<file path="src/sv/fur16_pkg.sv">
// Shared types and constants of the framed serial receiver.
package fur16_pkg;

  localparam int unsigned FRAME_STORE_BYTES = 256;
  localparam int unsigned POS_W = 9;
  localparam int unsigned LIM_W = 10;
  localparam logic [LIM_W-1:0] FRAME_STORE_LIM = LIM_W'(FRAME_STORE_BYTES);

  typedef enum logic [2:0] {
    ST_DISCARD = 3'd0,
    ST_ACCEPT  = 3'd1,
    ST_DONE    = 3'd2,
    ST_LEN_BAD = 3'd3,
    ST_SUM_BAD = 3'd4,
    ST_END_BAD = 3'd5
  } status_t;

  typedef enum logic {
    CFG_START_MARKER = 1'b0,
    CFG_END_MARKER   = 1'b1
  } cfg_index_t;

  typedef struct packed {
    logic [7:0] start_marker;
    logic [7:0] end_marker;
  } cfg_t;

  typedef struct packed {
    status_t    status;
    logic       payload_valid;
    logic [7:0] payload_byte;
    logic [7:0] payload_index;
    logic [7:0] frame_id;
    logic [7:0] frame_cmd;
    logic [7:0] frame_len;
  } result_t;

endpackage

</file>
<file path="src/sv/fur16_if.sv">
// Request channels of the framed serial receiver: received bytes in, results out.
interface fur16_in_if;
  logic       valid;
  logic       ready;
  logic [7:0] rx_byte;

  modport source (output valid, output rx_byte, input ready);
  modport sink (input valid, input rx_byte, output ready);
endinterface

interface fur16_out_if;
  logic       valid;
  logic       ready;
  logic [2:0] status;
  logic       payload_valid;
  logic [7:0] payload_byte;
  logic [7:0] payload_index;
  logic [7:0] frame_id;
  logic [7:0] frame_cmd;
  logic [7:0] frame_len;

  modport source (
    output valid, output status, output payload_valid, output payload_byte,
    output payload_index, output frame_id, output frame_cmd, output frame_len,
    input ready
  );
  modport sink (
    input valid, input status, input payload_valid, input payload_byte,
    input payload_index, input frame_id, input frame_cmd, input frame_len,
    output ready
  );
endinterface

</file>
<file path="src/sv/fur16_cfg_regs.sv">
// Start and end marker registers written through the plain write port.
module fur16_cfg_regs
  import fur16_pkg::*;
(
  input  logic       clk,
  input  logic       rst,
  input  logic       cfg_wr_en,
  input  logic       cfg_index,
  input  logic [7:0] cfg_data,
  output cfg_t       cfg
);

  always_ff @(posedge clk) begin
    if (rst) begin
      cfg.start_marker <= 8'd1;
      cfg.end_marker   <= 8'd4;
    end else if (cfg_wr_en) begin
      case (cfg_index_t'(cfg_index))
        CFG_START_MARKER: cfg.start_marker <= cfg_data;
        CFG_END_MARKER:   cfg.end_marker   <= cfg_data;
        default: ;
      endcase
    end
  end

endmodule

</file>
<file path="src/sv/fur16_in_stage.sv">
// Input register: holds one received byte until the parser takes it.
module fur16_in_stage (
  input  logic       clk,
  input  logic       rst,
  input  logic       in_valid,
  output logic       in_ready,
  input  logic [7:0] in_byte,
  input  logic       take,
  output logic       held_valid,
  output logic [7:0] held_byte
);

  assign in_ready = !held_valid || take;

  always_ff @(posedge clk) begin
    if (rst) begin
      held_valid <= 1'b0;
    end else if (in_ready) begin
      held_valid <= in_valid;
    end
  end

  always_ff @(posedge clk) begin
    if (in_valid && in_ready) begin
      held_byte <= in_byte;
    end
  end

endmodule

</file>
<file path="src/sv/fur16_parser.sv">
// Frame parser: position, header fields and running checksum, one byte a step.
module fur16_parser
  import fur16_pkg::*;
(
  input  logic       clk,
  input  logic       rst,
  input  cfg_t       cfg,
  input  logic       step,
  input  logic [7:0] rx_byte,
  output result_t    result
);

  logic [POS_W-1:0] byte_position, byte_position_next;
  logic [7:0]       held_id, held_id_next;
  logic [7:0]       held_cmd, held_cmd_next;
  logic [7:0]       held_len, held_len_next;
  logic [15:0]      running_sum, running_sum_next;
  logic [7:0]       sum_high_byte, sum_high_byte_next;

  logic [LIM_W-1:0] pos_ext, len_ext, pay_off;
  logic [15:0]      sum_plus;

  assign pos_ext  = LIM_W'(byte_position);
  assign len_ext  = LIM_W'(held_len);
  assign pay_off  = pos_ext - LIM_W'(4);
  assign sum_plus = running_sum + 16'(rx_byte);

  always_comb begin
    byte_position_next   = byte_position + POS_W'(1);
    held_id_next         = held_id;
    held_cmd_next        = held_cmd;
    held_len_next        = held_len;
    running_sum_next     = running_sum;
    sum_high_byte_next   = sum_high_byte;
    result.status        = ST_ACCEPT;
    result.payload_valid = 1'b0;
    result.payload_byte  = 8'd0;
    result.payload_index = 8'd0;

    if (byte_position == POS_W'(0)) begin
      if (rx_byte == cfg.start_marker) begin
        running_sum_next = 16'd0;
      end else begin
        result.status      = ST_DISCARD;
        byte_position_next = '0;
      end
    end else if (byte_position == POS_W'(1)) begin
      held_id_next     = rx_byte;
      running_sum_next = sum_plus;
    end else if (byte_position == POS_W'(2)) begin
      held_cmd_next    = rx_byte;
      running_sum_next = sum_plus;
    end else if (byte_position == POS_W'(3)) begin
      held_len_next    = rx_byte;
      running_sum_next = sum_plus;
    end else if (LIM_W'(7) + len_ext > FRAME_STORE_LIM) begin
      result.status      = ST_LEN_BAD;
      byte_position_next = '0;
    end else if (pos_ext < LIM_W'(4) + len_ext) begin
      running_sum_next     = sum_plus;
      result.payload_valid = 1'b1;
      result.payload_byte  = rx_byte;
      result.payload_index = pay_off[7:0];
    end else if (pos_ext == LIM_W'(4) + len_ext) begin
      sum_high_byte_next = rx_byte;
    end else if (pos_ext == LIM_W'(5) + len_ext) begin
      if ({sum_high_byte, rx_byte} != running_sum) begin
        result.status      = ST_SUM_BAD;
        byte_position_next = '0;
      end
    end else begin
      // end byte, or a position past the frame that counts as a bad end
      if (pos_ext == LIM_W'(6) + len_ext && rx_byte == cfg.end_marker) begin
        result.status = ST_DONE;
      end else begin
        result.status = ST_END_BAD;
      end
      byte_position_next = '0;
    end

    result.frame_id  = held_id_next;
    result.frame_cmd = held_cmd_next;
    result.frame_len = held_len_next;
  end

  always_ff @(posedge clk) begin
    if (rst) begin
      byte_position <= '0;
      held_id       <= 8'd0;
      held_cmd      <= 8'd0;
      held_len      <= 8'd0;
      running_sum   <= 16'd0;
      sum_high_byte <= 8'd0;
    end else if (step) begin
      byte_position <= byte_position_next;
      held_id       <= held_id_next;
      held_cmd      <= held_cmd_next;
      held_len      <= held_len_next;
      running_sum   <= running_sum_next;
      sum_high_byte <= sum_high_byte_next;
    end
  end

endmodule

</file>
<file path="src/sv/fur16_out_stage.sv">
// Result register: holds one status request until the sink takes it.
module fur16_out_stage
  import fur16_pkg::*;
(
  input  logic    clk,
  input  logic    rst,
  input  logic    res_valid,
  output logic    res_ready,
  input  result_t res_data,
  output logic    out_valid,
  input  logic    out_ready,
  output result_t out_data
);

  assign res_ready = !out_valid || out_ready;

  always_ff @(posedge clk) begin
    if (rst) begin
      out_valid <= 1'b0;
    end else if (res_ready) begin
      out_valid <= res_valid;
    end
  end

  always_ff @(posedge clk) begin
    if (res_valid && res_ready) begin
      out_data <= res_data;
    end
  end

endmodule

</file>
<file path="src/sv/framed_uart_receiver_sum16_unit.sv">
// Framed serial receiver with 16-bit additive checksum: one status request per byte.
// A status request passes from the input register through the parser into the output
// register; the parser step waits while the output register is full.
// Throughput: one byte per cycle unless the sink stalls; set by the one-step parser.
// Reset (synchronous, active high) clears position, header fields, checksum and
// both pipeline registers, and returns the markers to 1 (start) and 4 (end).
module framed_uart_receiver_sum16_unit
  import fur16_pkg::*;
(
  input logic        clk,
  input logic        rst,
  input logic        cfg_wr_en,
  input logic        cfg_index,
  input logic [7:0]  cfg_data,
  fur16_in_if.sink   in_ch,
  fur16_out_if.source out_ch
);

  cfg_t       cfg;
  logic       held_valid;
  logic [7:0] held_byte;
  logic       res_ready;
  logic       step;
  result_t    step_result;
  result_t    out_data;

  // Marker registers: user writes only while no request is in flight; not enforced.
  fur16_cfg_regs u_cfg (
    .clk       (clk),
    .rst       (rst),
    .cfg_wr_en (cfg_wr_en),
    .cfg_index (cfg_index),
    .cfg_data  (cfg_data),
    .cfg       (cfg)
  );

  // Hold the received byte; refill in the same cycle the parser drains it.
  fur16_in_stage u_in (
    .clk        (clk),
    .rst        (rst),
    .in_valid   (in_ch.valid),
    .in_ready   (in_ch.ready),
    .in_byte    (in_ch.rx_byte),
    .take       (step),
    .held_valid (held_valid),
    .held_byte  (held_byte)
  );

  // Advance the parser only when its result has a place in the output register,
  // so frame state moves exactly once per delivered status.
  assign step = held_valid && res_ready;

  fur16_parser u_parse (
    .clk     (clk),
    .rst     (rst),
    .cfg     (cfg),
    .step    (step),
    .rx_byte (held_byte),
    .result  (step_result)
  );

  // Output register parts the parser from the sink. A waiting result holds the
  // parser; the input register may still take one byte, then holds it and stalls
  // the input until the sink drains the output register.
  fur16_out_stage u_out (
    .clk       (clk),
    .rst       (rst),
    .res_valid (held_valid),
    .res_ready (res_ready),
    .res_data  (step_result),
    .out_valid (out_ch.valid),
    .out_ready (out_ch.ready),
    .out_data  (out_data)
  );

  assign out_ch.status        = out_data.status;
  assign out_ch.payload_valid = out_data.payload_valid;
  assign out_ch.payload_byte  = out_data.payload_byte;
  assign out_ch.payload_index = out_data.payload_index;
  assign out_ch.frame_id      = out_data.frame_id;
  assign out_ch.frame_cmd     = out_data.frame_cmd;
  assign out_ch.frame_len     = out_data.frame_len;

endmodule

</file>
<file path="src/flat_wrapper.sv">
// flat-port wrapper written by rule: the top's interface ports become plain ports
module framed_uart_receiver_sum16_unit_flat import fur16_pkg::*;
  (clk, rst, cfg_wr_en, cfg_index, cfg_data, in_ch_valid, in_ch_rx_byte, in_ch_ready, out_ch_valid, out_ch_status, out_ch_payload_valid, out_ch_payload_byte, out_ch_payload_index, out_ch_frame_id, out_ch_frame_cmd, out_ch_frame_len, out_ch_ready);
  fur16_in_if in_ch_i ();
  fur16_out_if out_ch_i ();
  input logic clk;
  input logic rst;
  input logic cfg_wr_en;
  input logic cfg_index;
  input logic [7:0] cfg_data;
  input wire logic [$bits(in_ch_i.valid)-1:0] in_ch_valid;
  input wire logic [$bits(in_ch_i.rx_byte)-1:0] in_ch_rx_byte;
  output wire logic [$bits(in_ch_i.ready)-1:0] in_ch_ready;
  output wire logic [$bits(out_ch_i.valid)-1:0] out_ch_valid;
  output wire logic [$bits(out_ch_i.status)-1:0] out_ch_status;
  output wire logic [$bits(out_ch_i.payload_valid)-1:0] out_ch_payload_valid;
  output wire logic [$bits(out_ch_i.payload_byte)-1:0] out_ch_payload_byte;
  output wire logic [$bits(out_ch_i.payload_index)-1:0] out_ch_payload_index;
  output wire logic [$bits(out_ch_i.frame_id)-1:0] out_ch_frame_id;
  output wire logic [$bits(out_ch_i.frame_cmd)-1:0] out_ch_frame_cmd;
  output wire logic [$bits(out_ch_i.frame_len)-1:0] out_ch_frame_len;
  input wire logic [$bits(out_ch_i.ready)-1:0] out_ch_ready;
  assign in_ch_i.valid = in_ch_valid;
  assign in_ch_i.rx_byte = in_ch_rx_byte;
  assign in_ch_ready = in_ch_i.ready;
  assign out_ch_valid = out_ch_i.valid;
  assign out_ch_status = out_ch_i.status;
  assign out_ch_payload_valid = out_ch_i.payload_valid;
  assign out_ch_payload_byte = out_ch_i.payload_byte;
  assign out_ch_payload_index = out_ch_i.payload_index;
  assign out_ch_frame_id = out_ch_i.frame_id;
  assign out_ch_frame_cmd = out_ch_i.frame_cmd;
  assign out_ch_frame_len = out_ch_i.frame_len;
  assign out_ch_i.ready = out_ch_ready;
  framed_uart_receiver_sum16_unit u_core (.clk(clk), .rst(rst), .cfg_wr_en(cfg_wr_en), .cfg_index(cfg_index), .cfg_data(cfg_data), .in_ch(in_ch_i), .out_ch(out_ch_i));
endmodule
</file>
<file path="config.mk">
export PLATFORM = sky130hd
export DESIGN_NAME = framed_uart_receiver_sum16_unit_flat
export DESIGN_NICKNAME = d
export VERILOG_FILES = /design/src/sv/fur16_pkg.sv /design/src/sv/fur16_if.sv /design/src/sv/fur16_cfg_regs.sv /design/src/sv/fur16_in_stage.sv /design/src/sv/fur16_parser.sv /design/src/sv/fur16_out_stage.sv /design/src/sv/framed_uart_receiver_sum16_unit.sv /design/src/flat_wrapper.sv
export SDC_FILE = /design/constraint.sdc
export NUM_CORES = 1
export LEC_CHECK = 0
export ABC_AREA = 0
export BUFFER_PORTS_ARGS = -buffer_cell sky130_fd_sc_hd__buf_2
export CAP_MARGIN = 40
export CORE_MARGIN = 4
export CORE_UTILIZATION = 54
export DETAILED_ROUTE_END_ITERATION = 8
export PLACE_DENSITY = 0.89
export SLEW_MARGIN = 20
export SYNTH_ARGS = -nofsm -noshare
export SYNTH_HDL_FRONTEND = slang
export SYNTH_SLANG_ARGS = --single-unit
</file>
<file path="constraint.sdc">
create_clock -name clk -period 2.96 [get_ports clk]
set_input_delay 0.592 -clock clk [delete_from_list [all_inputs] [get_ports clk]]
set_output_delay 0.592 -clock clk [all_outputs]
set_load 0.02 [all_outputs]
</file>
# Word level (Yosys, flattened, before mapping)
# Cells that the tools add are included.
# W data, S select, Z words.
# word_totals
regBits	127
input_bits	22
out_inout_bits	46
elab_cells	99
# op_classes
addsub	7
magnitude_cmp	2
n_eq_ne	11
mux	39
bitwise	7
n_reduce_logical	15
# op_table
operator	count
$mux W16	7
$mux W9	10
$mux W8	9
$mux W20	3
$add A3 B8 Y9 const A	4
$mux W17	2
$eq A9 B9 Y1	3
$mux W3	7
$eq A9 B2 Y1 const B	2
$add A16 B8 Y16	1
$eq A8 B8 Y1	2
$ne A16 B16 Y1	1
$add A9 B1 Y9 const B	1
$eq A9 B1 Y1 const B	1
$gt A9 B9 Y1 const B	1
$logic_not A9 Y1	1
$lt A9 B9 Y1	1
$reduce_and A8 Y1	1
$sub A8 B3 Y8 const B	1
$not A1 Y1	7
$reduce_or A6 Y1	1
$ne A5 B5 Y1 const B	1
$reduce_bool A5 Y1	1
$reduce_or A5 Y1	1
7 further kinds	12

# Longest topological paths before layout
# depth
ltp_word	12
depth_mapped	13
ltp_nobuf	11

# By module
# Synthesis repeated with hierarchy kept, for this count alone.
# unflattened
cells_unflattened	663
area_unflattened_um2	6774.0
# by_module_without_submodules
mod	n_inst	cells_each	area_per_inst_um2	seq_area_each_um2
fur16_parser	1	535	4423.0	1141.1
fur16_out_stage	1	49	1376.3	1341.3
fur16_cfg_regs	1	65	673.1	320.3
fur16_in_stage	1	13	295.3	260.2
framed_uart_receiver_sum16_unit	1	1	6.3	0.0

# Worst setup path after synthesis
# OpenSTA, ideal clock, no wires.
# synth_timing
kind	input port to flip-flop
start	input port out_ch_ready
end	register u_core.u_parse.held_cmd[7]
setup_ns	0.060
t_arrival_ns	3.070
slack_ns	-0.170
cell_stages	6
n_path_buf	2
cell_sequence	nor2b_1 nor2_1 clkbuf_1 buf_1 or2_2 o311a_1
# synth_between
elab_chain_cells	2
# synth_lines
element	line	source
start: declaration	flat_wrapper.sv:22	input wire logic [$bits(out_ch_i.ready)-1:0] out_ch_ready;
$logic_or A1 B1 Y1	fur16_out_stage.sv:15	assign res_ready = !out_valid || out_ready;
$logic_and A1 B1 Y1	framed_uart_receiver_sum16_unit.sv:51	assign step = held_valid && res_ready;
via u_core.step	framed_uart_receiver_sum16_unit.sv:23	logic step;
end signal: assignment	fur16_parser.sv:97	held_cmd <= held_cmd_next;
end: declaration	fur16_parser.sv:15	logic [7:0] held_cmd, held_cmd_next;
# The timed path passes the listed nets, and every way through them passes these cells.
# A chain may end at the register's enable or synchronous reset.

# Worst setup path after layout
# layout_timing
start	register u_core.u_parse.held_len[5]
end	register u_core.u_parse.running_sum[13]
# layout_between
elab_chain_cells	4
# layout_lines
element	line	source
start: declaration	fur16_parser.sv:16	logic [7:0] held_len, held_len_next;
start signal: assignment	fur16_parser.sv:98	held_len <= held_len_next;
$add A3 B8 Y9, on equally long branches	fur16_parser.sv:56, fur16_parser.sv:59	
$gt A9 B9 Y1 / $lt A9 B9 Y1 (equally long branches)	fur16_parser.sv:56, fur16_parser.sv:59	
$ne A5 B5 Y1 (no source line) / $reduce_bool A5 Y1 (equally long branches)	n/a	
$reduce_and A4 Y1 (no source line) *	n/a	
end signal: assignment	fur16_parser.sv:99	running_sum <= running_sum_next;
end: declaration	fur16_parser.sv:17	logic [15:0] running_sum, running_sum_next;
# Mark *: on every way between the ends. The rest lies on a longest branch, timed or not.

==> results.json <==
{
  "synth_fp_nets": 732,
  "design_area_mm2": 0.00803,
  "grt_pass1_vias": 5355,
  "slowest_stage": "or4_1",
  "startpoint_type": "flip-flop",
  "synth_edf_count": 52,
  "synth_top_area_cell": "edfxtp_1",
  "dr.pass1.iters": 6,
  "num_rows": 40,
  "ys.flop_type": "dfxtp_1",
  "cts_tree": "built",
  "cp_max_fo": 10,
  "fin_skew_ns": 0.00996,
  "clock_sinks": 127,
  "finalWeightedCongestion": 0.900,
  "htree_levels": 4,
  "crit_type": "reg2reg",
  "final_util": 0.669,
  "netlist.area_leader.share": 0.235,
  "grt_pass1_wl_um": 26600,
  "drc": 0,
  "finalHoldViolCount": 0,
  "ios": 68,
  "fin_nets": 816,
  "num_antenna_cells": 0,
  "p_sw_w": 0.000981,
  "p_sw_frac": 0.224,
  "gr-usage-all-layers": 0.237,
  "critPathMaxStageDelay_ns": 0.54,
  "grt.overflow.total": 0,
  "syn_to_final_growth_pct": 21.1,
  "intPower_w": 0.00340,
  "setup_viol": 0,
  "core-area_mm2": 0.0120,
  "routedWlPerCell_um": 18.6,
  "die_w_um": 119,
  "synthTopCellsByArea": "edfxtp_1 24%, dfxtp_1 23%, ha_1 6.0%",
  "path_cells": "buf_4 -> and3_1 -> nand3_1 -> xor2_1 -> ha_1 -> nand2_1 -> a21oi_1 -> o41ai_4 -> o211ai_4 -> a21o_1 -> or4_1 -> mux2i_1",
  "synthesis.area_mm2": 0.00663,
  "dp.cells": 888,
  "vdd_drop_max_mv": 0.414,
  "worst_ep_required_time_ns": 3.28,
  "synth_area_per_cell_um2": 9.80,
  "via_per_inst": 6.05,
  "num_vias": 5573,
  "yosysSeqAreaShare": 0.462,
  "grt_max_degree": 46,
  "clkSlewWorstSetupHoldPaths_ns": 0.06,
  "root_buffer": "clkbuf_16",
  "async_reset_ff_frac": 0,
  "power_frac_seq": 0.432,
  "pwr-share-clk": 0.508,
  "wirelength_um": 17200,
  "antenna_found_initial": 0,
  "cts_buffers": 17,
  "drt-initial-drc-count": 682,
  "drtAntennaViolNets": 0,
  "dieArea_mm2": 0.0141,
  "fmax_mhz": 344,
  "design_power_total_w": 0.00438,
  "initial_utilization": 0.552,
  "insertion_delay_ns": 0.43,
  "die_h_um": 119,
  "power.leakage_nw": 3.27,
  "final_max_slew_viol_count": 0,
  "slew_headroom": 0.587,
  "hold_path.class": "in2reg",
  "end_kind": "flip-flop",
  "placed_cell_area_mm2": 0.00731,
  "ys_warn_count": 0,
  "place_hpwl_um": 11000,
  "worst_slew_pin_slew_ns": 0.618,
  "syn_inst": 677,
  "setup_tns_ns": 0,
  "drive_gt1_frac": 0.243,
  "io_buffers": 67,
  "min_period_over_period": 0.982,
  "yosys.cell_types.count": 58,
  "period_minus_slack_ns": 2.91,
  "fin_cells": 921,
  "status": "completed",
  "rsz0062_at_grt": "true",
  "clockBufferDepth": 2,
  "cap_viol_max_count": 0,
  "netlist_top_cells_count": "75 x dfxtp_1, 75 x nand2_1, 58 x nor2_1",
  "ys_seq_elements": 127,
  "power_density_mw_per_mm2": 546,
  "comb_power_share": 0.059,
  "crit_arrival_ns": 3.22
}
[critical path, delay by kind of cell (launching register included)]
family	cells	cell delay [ns]
AND/OR/NAND/NOR	4	0.98
AO/OA/AOI/OAI	4	0.57
flip-flops	1	0.36
adder cells (fa/ha/maj)	1	0.28
XOR/XNOR	1	0.24
buffers and inverters	1	0.22
multiplexers	1	0.13
[power by group through the flow]
stage	logic (W)	registers [W]	clock network, W
5_1_grt	0.000278	0.00190	0.00233
6_report	0.000260	0.00189	0.00223
4_1_cts	0.000258	0.00190	0.00223
2_1_floorplan	0.000131	0.00196	0
3_5_place_dp	0.000252	0.00193	0
3_3_place_gp	0.000247	0.00193	0
[repair_timing]
action | in CTS | in global routing
endpoints found under the setup margin | 6 | 11
gates resized for setup | 3 | 17
hold endpoints to repair | 0 | 0
setup buffers | 1 | 0
pin swaps | 2 | 2
hold buffers | 0 | 0
[area by class of cell]
class / count / area [um^2]
fill: 849 / 3980
multi-input combinational: 490 / 3450
sequential: 127 / 3070
timing repair buffer: 106 / 632
clock buffer: 20 / 447
tap: 147 / 184
clock inverter: 12 / 183
inverter: 19 / 71.3
[final timing paths]
| path | from | end | slack [ns] | depth (start not counted) |
|---|---|---|---|---|
| setup / recovery | u_core.u_parse.held_len[5] | u_core.u_parse.running_sum[13] | 0.05 | 12 |
| hold / removal | in_ch_rx_byte[0] | u_core.u_in.held_byte[0] | 0.33 | 1 |
| setup reg to reg | u_core.u_parse.held_len[5] | u_core.u_parse.running_sum[13] | 0.05 | 12 |
| hold reg to reg | u_core.u_parse.running_sum[5] | u_core.u_parse.running_sum[5] | 0.46 | 2 |
[state kept, by name (all words and copies together) (netlist names)]
| signal | cells |
|---|---|
| u_core.u_out.out_data | 44 |
| u_core.u_cfg.cfg | 16 |
| u_core.u_parse.running_sum | 16 |
| u_core.u_parse.byte_position | 9 |
| u_core.u_in.held_byte | 8 |
| u_core.u_parse.held_cmd | 8 |
| u_core.u_parse.held_id | 8 |
| u_core.u_parse.held_len | 8 |
| u_core.u_parse.sum_high_byte | 8 |
| u_core.u_in.held_valid | 1 |
| u_core.u_out.out_valid | 1 |
[through the flow]
step / hold WS (ns) / worst slack [ns]
3_5_place_dp: 0.454 / -0.0213
3_3_place_gp: 0.444 / 0.0533
5_1_grt: 0.322 / -0.0625
6_report: 0.332 / 0.0532
2_1_floorplan: 0.436 / 0.0188
4_1_cts: 0.327 / 0.0162
[layer usage]
metal | vias to the layer above | GRT usage | routed length, um
li1 | 2570 | - | -
met1 | 2651 | 0.287 | 6700
met3 | 55 | 0.0532 | 1300
met4 | 0 | 0.109 | 521
met2 | 297 | 0.402 | 8630
met5 | - | 0 | 0
[kinds of logic (layout without fill, tap and decap cells)]
kind of cell | count (synthesis) | in the layout | synth area share
flip-flops | 127 | 127 | 0.462
AND/OR/NAND/NOR | 247 | 247 | 0.181
adder cells (fa/ha/maj) | 33 | 33 | 0.0634
AO/OA/AOI/OAI | 105 | 105 | 0.107
buffers and inverters | 60 | 157 | 0.0347
multiplexers | 47 | 47 | 0.0749
XOR/XNOR | 58 | 58 | 0.0766
[cells in the final DEF (no fill, tap or decap), types with 26 or more instances in the layout]
| cell | synthesis | layout |
|---|---|---|
| buf_4 | 0 | 38 |
| a21oi_1 | 39 | 37 |
| dfxtp_1 | 75 | 73 |
| edfxtp_1 | 52 | 52 |
| nor2_1 | 58 | 57 |
| ha_1 | 32 | 30 |
| buf_2 | 4 | 67 |
| xnor2_1 | 37 | 37 |
| nand2_1 | 75 | 75 |
| mux2i_1 | 26 | 26 |
| nand3_1 | 32 | 32 |
Power figures use the tool's default switching activity.
